**src/design/irpd_pkg.sv**
```systemverilog
// Types and constants for the infrared pulse-distance decoder.
`default_nettype none
package irpd_pkg;

  localparam int unsigned FRAME_BITS     = 32;
  localparam int unsigned SECOND_STEP    = 4096;
  localparam int unsigned SECOND_MODULUS = 15625;

  localparam int unsigned CFG_W   = 16;
  localparam int unsigned NUM_CFG = 8;
  localparam int unsigned CFG_IDX_W = $clog2(NUM_CFG);

  localparam logic [5:0]  FRAME_BITS_LD = 6'(FRAME_BITS);
  localparam logic [15:0] STEP_C        = 16'(SECOND_STEP);
  localparam logic [15:0] MODULUS_C     = 16'(SECOND_MODULUS);

  localparam logic [15:0] HEADER_LOW_RST  = 16'(12500 / 4);
  localparam logic [15:0] HEADER_HIGH_RST = 16'(14500 / 4);
  localparam logic [15:0] REPEAT_LOW_RST  = 16'(10400 / 4);
  localparam logic [15:0] REPEAT_HIGH_RST = 16'(12000 / 4);
  localparam logic [15:0] ZERO_LOW_RST    = 16'(950 / 4);
  localparam logic [15:0] ZERO_HIGH_RST   = 16'(1300 / 4);
  localparam logic [15:0] ONE_LOW_RST     = 16'(2000 / 4);
  localparam logic [15:0] ONE_HIGH_RST    = 16'(2500 / 4);

  typedef enum logic [CFG_IDX_W-1:0] {
    REG_HEADER_LOW  = 3'd0,
    REG_HEADER_HIGH = 3'd1,
    REG_REPEAT_LOW  = 3'd2,
    REG_REPEAT_HIGH = 3'd3,
    REG_ZERO_LOW    = 3'd4,
    REG_ZERO_HIGH   = 3'd5,
    REG_ONE_LOW     = 3'd6,
    REG_ONE_HIGH    = 3'd7
  } reg_idx_t;

  typedef enum logic [2:0] {
    MODE_IDLE  = 3'd0,
    MODE_START = 3'd1,
    MODE_RX    = 3'd2,
    MODE_PAUSE = 3'd3,
    MODE_NOISE = 3'd4
  } mode_t;

  localparam logic FUNC_EDGE     = 1'b0;
  localparam logic FUNC_OVERFLOW = 1'b1;

  typedef struct packed {
    logic [15:0] header_low;
    logic [15:0] header_high;
    logic [15:0] repeat_low;
    logic [15:0] repeat_high;
    logic [15:0] zero_low;
    logic [15:0] zero_high;
    logic [15:0] one_low;
    logic [15:0] one_high;
  } cfg_t;

  typedef struct packed {
    logic hdr;
    logic rpt;
    logic zero;
    logic one;
  } class_t;

  typedef struct packed {
    logic        func;
    logic [15:0] capture_time;
  } in_t;

  typedef struct packed {
    logic       command_valid;
    logic [7:0] command;
    logic       second_pulse;
    logic [2:0] decoder_mode;
  } out_t;

endpackage
`default_nettype wire

```
**src/design/irpd_classify.sv**
```systemverilog
// Interval window classifier: header, repeat, zero and one ranges.
`default_nettype none
module irpd_classify (
  input  wire logic [15:0]    diff,
  input  wire irpd_pkg::cfg_t cfg,
  output irpd_pkg::class_t    hit
);

  // all bounds exclusive
  assign hit.hdr  = (diff > cfg.header_low) && (diff < cfg.header_high);
  assign hit.rpt  = (diff > cfg.repeat_low) && (diff < cfg.repeat_high);
  assign hit.zero = (diff > cfg.zero_low)   && (diff < cfg.zero_high);
  assign hit.one  = (diff > cfg.one_low)    && (diff < cfg.one_high);

endmodule
`default_nettype wire

```
**src/design/ir_pulse_distance_decoder_core.sv**
```systemverilog
// Top level of the infrared pulse-distance decoder with one-second tick.
// Input channel (in_valid/in_stall/in_data): one event per transfer, either
// a falling edge with its 16-bit capture time or a timer overflow.
// Output channel (out_valid/out_stall/out_data): exactly one result per
// event: command valid flag and byte, second pulse, decoder mode.
// Config port (cfg_we/cfg_index/cfg_wdata): writes the eight window bounds;
// write only while no event is in flight.
// An accepted event's result is registered, in the skid register if the output
// register is held. Throughput: one event per cycle while in_stall is low, set
// by the single compare-and-update pass from decoder state to output register.
// An output register plus a skid register hold results while the receiver
// stalls; in_stall rises only once both are full and falls as soon as the
// receiver takes a transfer.
// Reset (rst_n low, synchronous) returns the decoder to idle, clears the
// frame word, bit counter, edge time and tick accumulator, loads the
// default window bounds and empties both result registers.
`default_nettype none
module ir_pulse_distance_decoder_core (
  input  wire logic                               clk,
  input  wire logic                               rst_n,
  input  wire logic                               in_valid,
  output logic                                    in_stall,
  input  wire irpd_pkg::in_t                      in_data,
  output logic                                    out_valid,
  input  wire logic                               out_stall,
  output irpd_pkg::out_t                          out_data,
  input  wire logic                               cfg_we,
  input  wire logic [irpd_pkg::CFG_IDX_W-1:0]     cfg_index,
  input  wire logic [irpd_pkg::CFG_W-1:0]         cfg_wdata
);

  irpd_pkg::cfg_t   cfg_r;
  irpd_pkg::mode_t  mode_r, mode_nxt;
  logic [15:0]      last_time_r, last_time_nxt;
  logic [5:0]       bits_left_r, bits_left_nxt;
  logic [31:0]      frame_r, frame_nxt;
  logic             ovf_seen_r, ovf_seen_nxt;
  logic [15:0]      accum_r, accum_nxt;

  irpd_pkg::out_t   res;
  irpd_pkg::out_t   out_r, skid_r;
  logic             out_valid_r, skid_valid_r;

  logic             in_fire, out_fire;
  logic [15:0]      diff;
  logic [15:0]      acc_sum;
  logic [5:0]       bl_dec;
  logic [31:0]      frame_sh;
  irpd_pkg::class_t hit;

  assign in_stall  = skid_valid_r;
  assign in_fire   = in_valid && !skid_valid_r;
  assign out_valid = out_valid_r;
  assign out_data  = out_r;
  assign out_fire  = out_valid_r && !out_stall;

  assign diff = in_data.capture_time - last_time_r;

  irpd_classify u_classify (
    .diff (diff),
    .cfg  (cfg_r),
    .hit  (hit)
  );

  // config registers
  always_ff @(posedge clk) begin
    if (!rst_n) begin
      cfg_r.header_low  <= irpd_pkg::HEADER_LOW_RST;
      cfg_r.header_high <= irpd_pkg::HEADER_HIGH_RST;
      cfg_r.repeat_low  <= irpd_pkg::REPEAT_LOW_RST;
      cfg_r.repeat_high <= irpd_pkg::REPEAT_HIGH_RST;
      cfg_r.zero_low    <= irpd_pkg::ZERO_LOW_RST;
      cfg_r.zero_high   <= irpd_pkg::ZERO_HIGH_RST;
      cfg_r.one_low     <= irpd_pkg::ONE_LOW_RST;
      cfg_r.one_high    <= irpd_pkg::ONE_HIGH_RST;
    end else if (cfg_we) begin
      unique case (irpd_pkg::reg_idx_t'(cfg_index))
        irpd_pkg::REG_HEADER_LOW:  cfg_r.header_low  <= cfg_wdata;
        irpd_pkg::REG_HEADER_HIGH: cfg_r.header_high <= cfg_wdata;
        irpd_pkg::REG_REPEAT_LOW:  cfg_r.repeat_low  <= cfg_wdata;
        irpd_pkg::REG_REPEAT_HIGH: cfg_r.repeat_high <= cfg_wdata;
        irpd_pkg::REG_ZERO_LOW:    cfg_r.zero_low    <= cfg_wdata;
        irpd_pkg::REG_ZERO_HIGH:   cfg_r.zero_high   <= cfg_wdata;
        irpd_pkg::REG_ONE_LOW:     cfg_r.one_low     <= cfg_wdata;
        irpd_pkg::REG_ONE_HIGH:    cfg_r.one_high    <= cfg_wdata;
        default: ;
      endcase
    end
  end

  // decoder next state and result
  always_comb begin
    mode_nxt      = mode_r;
    last_time_nxt = last_time_r;
    bits_left_nxt = bits_left_r;
    frame_nxt     = frame_r;
    ovf_seen_nxt  = ovf_seen_r;
    accum_nxt     = accum_r;
    res           = '0;
    bl_dec        = bits_left_r - 6'd1;
    frame_sh      = {frame_r[30:0], hit.one && !hit.zero};
    acc_sum       = accum_r + irpd_pkg::STEP_C;

    if (in_data.func == irpd_pkg::FUNC_EDGE) begin
      last_time_nxt = in_data.capture_time;
      ovf_seen_nxt  = 1'b0;
      unique case (mode_r)
        irpd_pkg::MODE_IDLE:  mode_nxt = irpd_pkg::MODE_START;
        irpd_pkg::MODE_START: begin
          if (hit.hdr) begin
            bits_left_nxt = irpd_pkg::FRAME_BITS_LD;
            mode_nxt      = irpd_pkg::MODE_RX;
          end else if (hit.rpt) begin
            mode_nxt = irpd_pkg::MODE_PAUSE;
          end else begin
            mode_nxt = irpd_pkg::MODE_NOISE;
          end
        end
        irpd_pkg::MODE_RX: begin
          frame_nxt = frame_sh;
          if (hit.zero || hit.one) begin
            bits_left_nxt = bl_dec;
            if (bl_dec == 6'd0) begin
              mode_nxt = irpd_pkg::MODE_PAUSE;
              if ((frame_sh[31:24] == ~frame_sh[23:16]) &&
                  (frame_sh[15:8] == ~frame_sh[7:0])) begin
                res.command_valid = 1'b1;
                res.command       = frame_sh[15:8];
              end
            end
          end else begin
            mode_nxt = irpd_pkg::MODE_NOISE;
          end
        end
        irpd_pkg::MODE_PAUSE: mode_nxt = irpd_pkg::MODE_START;
        default: ;
      endcase
    end else begin
      if (ovf_seen_r) begin
        mode_nxt = irpd_pkg::MODE_IDLE;
      end
      ovf_seen_nxt = 1'b1;
      if (acc_sum >= irpd_pkg::MODULUS_C) begin
        accum_nxt        = acc_sum - irpd_pkg::MODULUS_C;
        res.second_pulse = 1'b1;
      end else begin
        accum_nxt = acc_sum;
      end
    end
    res.decoder_mode = mode_nxt;
  end

  always_ff @(posedge clk) begin
    if (!rst_n) begin
      mode_r      <= irpd_pkg::MODE_IDLE;
      last_time_r <= '0;
      bits_left_r <= '0;
      frame_r     <= '0;
      ovf_seen_r  <= 1'b0;
      accum_r     <= '0;
    end else if (in_fire) begin
      mode_r      <= mode_nxt;
      last_time_r <= last_time_nxt;
      bits_left_r <= bits_left_nxt;
      frame_r     <= frame_nxt;
      ovf_seen_r  <= ovf_seen_nxt;
      accum_r     <= accum_nxt;
    end
  end

  // output register with skid
  always_ff @(posedge clk) begin
    if (!rst_n) begin
      out_valid_r  <= 1'b0;
      skid_valid_r <= 1'b0;
    end else if (!out_valid_r || out_fire) begin
      if (skid_valid_r) begin
        out_valid_r  <= 1'b1;
        skid_valid_r <= 1'b0;
      end else begin
        out_valid_r <= in_fire;
      end
    end else if (in_fire) begin
      skid_valid_r <= 1'b1;
    end
  end

  always_ff @(posedge clk) begin
    if (!out_valid_r || out_fire) begin
      if (skid_valid_r) begin
        out_r <= skid_r;
      end else if (in_fire) begin
        out_r <= res;
      end
    end else if (in_fire) begin
      skid_r <= res;
    end
  end

  a_accum_range: assert property (@(posedge clk) disable iff (!rst_n)
    accum_r < irpd_pkg::MODULUS_C)
    else $error("tick accumulator at or above modulus");

  a_skid_order: assert property (@(posedge clk) disable iff (!rst_n)
    skid_valid_r |-> out_valid_r)
    else $error("skid register full while output register empty");

  a_cmd_pause: assert property (@(posedge clk) disable iff (!rst_n)
    (out_valid_r && out_r.command_valid) |->
      (out_r.decoder_mode == irpd_pkg::MODE_PAUSE && !out_r.second_pulse))
    else $error("command reported outside end of frame");

endmodule
`default_nettype wire
```
**config.mk**
```make
export PLATFORM = sky130hd
export DESIGN_NAME = ir_pulse_distance_decoder_core
export DESIGN_NICKNAME = d
export VERILOG_FILES = /design/src/design/irpd_pkg.sv /design/src/design/irpd_classify.sv /design/src/design/ir_pulse_distance_decoder_core.sv
export SDC_FILE = /design/constraint.sdc
export NUM_CORES = 1
export LEC_CHECK = 0
export ABC_AREA = 1
export BUFFER_PORTS_ARGS = -buffer_cell sky130_fd_sc_hd__clkbuf_2
export CORE_ASPECT_RATIO = 1.2
export CORE_MARGIN = 1
export CORE_UTILIZATION = 62
export CTS_CLUSTER_DIAMETER = 150
export CTS_CLUSTER_SIZE = 8
export DETAILED_ROUTE_END_ITERATION = 10
export PLACE_DENSITY = 0.81
export SLEW_MARGIN = 40
export SYNTH_ARGS = -nofsm -noshare
export SYNTH_HDL_FRONTEND = slang
export SYNTH_SLANG_ARGS = --single-unit
```
**constraint.sdc**
```tcl
create_clock -name clk -period 4.95 [get_ports clk]
set_clock_uncertainty 0.1 [all_clocks]
set_input_delay 0.99 -clock clk [delete_from_list [all_inputs] [get_ports clk]]
set_output_delay 0.99 -clock clk [all_outputs]
set_load 0.02 [all_outputs]
```
==> summary.txt <==
Post-synth top area share: 0.325
Worst Path Class, Setup: in -> reg
Syn Nets: 1,813
Worst skew pair latency: 0.50 ns
Worst hold-check path type: reg -> reg
Setup crit start kind: input pin
Core area: 19,700 um2
Antenna violations before repair: 0
Fill cell count: 1,576
Clk Tree Root Cell: clkbuf_16
Pwr dens: 377 nW/um2
Routed len/inst: 15.4 um
Multi-input gate area: 6500 um2
Tot GR Track Use: 0.295
DRT Pass-1 Iters: 5
Detailed-route DRC error count: 0
Clk slew on worst S/H paths: 0.05 ns
Max-slew violations: 0
CP Data Required Time: 5.11 ns
Slew @ Worst Pin: 0.818 ns
First-pass GRT wire length: 49,700 um
Worst VDD drop: 0.326 mV
DP HPWL: 21,100 um
Overall routed net length: 30,100 um
GP Congestion: 0.873
Leakage: 6.33 nW
Port buffer count: 55
Seq pwr share: 0.378
Unrepaired setup endpoints after global routing: no
Logic pwr share: 0.235
Ant. Diodes: 0
Max_cap viols: 0
Rel. slew slack: 0.453
Die extent in y: 158 um
Register area share after synthesis: 0.387
Yosys top cell by area: dfxtp_1
Vias: 10,900
DRT antenna net count: 0
Clock tree from TritonCTS: done
Power Total: 5.27 mW
Hold Vio Cnt, Final: 0
Final Cycle Share: 0.927
Sw Ratio: 0.306
Min Tclk post-route: 4.59 ns
Die width: 132 um
Syn Inst Count: 1,626
Total gr overflow: 0
Worst-path fanout max: 6
Sink Count: 229
Sequential cell area: 4840 um2
Max Freq: 0.218 GHz
Layout net count: 1,867
Row Count: 56
CP Capture Type: flip-flop
Vias in the first global route: 10,600
Sw Pwr: 1.61 mW
Initial Util: 0.636
Area growth syn-to-layout: 11.6%
Avg Synthesized Cell Area: 7.70 um2
Hold Buf Count CTS: 0
H-tree Lvls: 2
Setup TNS: 0 ns
Status: finished, final reports clean
Yosys warns: 0
Largest net degree at the start of global routing: 76
Seq cells post-synth: 229
Post-synthesis instance area: 12,500 um2
Die ar.: 20,800 um2
Final setup vio count: 0
Layout cells sized above 1: 0.0835
# IOs: 56
Via/cell ratio: 5.60
Num CTS Buffers: 34
Main area contributors after synthesis: dfxtp_1 32%, ha_1 14%, a21oi_1 8.3%
Clock buffer depth: 3
Data arrival, critical path: 4.75 ns
P_int: 3.66 mW
DRT iter0 DRCs: 642
Clock power share: 0.386
Synth cell types: 45
[sequential cells by signal, summed over array words and instances, names as in the netlist]
register,flops
accum_r,16
bits_left_r,6
cfg_r,128
frame_r,31
in_stall,1
last_time_r,16
mode_r,3
out_data,13
out_valid,1
ovf_seen_r,1
skid_r,13
[cell families after synthesis]
logic type / after synthesis / synth area share
AOI/OAI and AO/OA: 460 / 0.198
xor gates and xnor gates: 29 / 0.0203
adders and majority gates: 146 / 0.147
buffers and inverters: 311 / 0.0961
DFF: 229 / 0.387
and+or+nand+nor: 451 / 0.152
[what timing repair did]
item | in CTS | in global routing
setup buffers | 0 | 0
resized for setup | 0 | 3
setup endpoints to repair | 0 | 11
[worst max-delay path: stages]
cell and delay (ns):
clkbuf_2 0.07, inv_1 0.04, ha_1 0.22, fa_1 0.41
inv_1 0.08, a31oi_1 0.12, o21bai_1 0.20, nand2_1 0.07
a31oi_1 0.20, nand3_1 0.10, nand2_1 0.09, xor2_1 0.23
inv_1 0.20, buf_4 0.19, ha_1 0.27, nand4_1 0.11
nor3_1 0.21, nand2_1 0.07, nand3b_1 0.09, nor2_1 0.05
nand3_1 0.20, nand2_1 0.09, nand2_1 0.07, nand3_1 0.07
nand2_1 0.08, nand2_1 0.10, nand2_1 0.08, nand2_1 0.05
[power by group through the flow]
stage,Clock [mW],Combinational [mW],Sequential [mW]
finish,2.04,1.24,1.99
detailed placement,0,1.21,2.03
floorplan,0,0.845,2.03
global route,2.14,1.42,2.00
CTS,2.06,1.23,1.99
global placement,0,1.16,2.03
[layout make-up]
cell class                      instances  share of cell area
Clock inverter                          4             0.00278
Tap cell                              261              0.0234
Multi-Input combinational cell       1086               0.465
Timing Repair Buffer                   76              0.0312
Inverter                              253              0.0682
Clock buffer                           41              0.0628
Sequential cell                       229               0.347
[cells in the mapped netlist (all sizes together)]
library cell and n:
a21boi 2, nand4 11, inv 252, clkbuf 49, a221oi 2, o21bai 1
o211ai 36, nand2 249, ha 145, nand3 48, edfxtp 26, clkinv 1
nor4 3, nor3b 3, o22ai 3, xor2 17, a21o 5, o31ai 3
buf 9, dfxtp 203, xnor2 12, a21oi 208, nand2b 1, o221ai 1
or2 1, a211oi 3, nor3 15, nand3b 2, o21a 10, o21ai 179
a31oi 7, fa 1, nor2 118
[routing by layer]
| metal | track usage | wire [um] |
|---|---|---|
| met1 | 0.340 | 12600 |
| met5 | 0 | 0 |
| met4 | 0.141 | 1200 |
| met2 | 0.542 | 14900 |
| met3 | 0.0384 | 1400 |
[placed cells by master, fill, tap and decap left out, types with 22 or more instances in the layout]
cell / synthesis / routed
clkbuf_16: 0 / 34
clkbuf_2: 1 / 54
ha_1: 145 / 145
dfxtp_1: 203 / 203
nor2_1: 111 / 108
o21ai_0: 173 / 173
buf_4: 1 / 22
inv_1: 243 / 242
nand2_1: 248 / 248
edfxtp_1: 26 / 26
a21oi_1: 208 / 207
nand3_1: 46 / 45
o211ai_1: 36 / 36
[worst paths after layout]
| kind | from | end | slack [ns] | cells after the start |
|---|---|---|---|---|
| setup / recovery | in_data[0] | out_data[1] | 0.36 | 28 |
| hold / removal | cfg_r[0] | cfg_r[0] | 0.35 | 2 |
| setup reg to reg | last_time_r[0] | out_data[1] | 0.68 | 26 |
| hold reg to reg | cfg_r[0] | cfg_r[0] | 0.35 | 2 |
[per-stage QoR]
step                      cell area [um2]  hold WS, ns  std cells   util  worst slack (ns)
final                               14000        0.355       1950  0.710             0.360
after global routing                14000        0.376       1950  0.710            0.0228
after CTS                           14000        0.358       1950  0.709             0.230
after detailed placement            13000        0.348       1905  0.662            -0.276
after global placement              13000        0.341       1905  0.662            -0.115
after floorplan                     12500        0.329       1626      -             0.471
No activity file was read; power rests on OpenSTA's default activity.
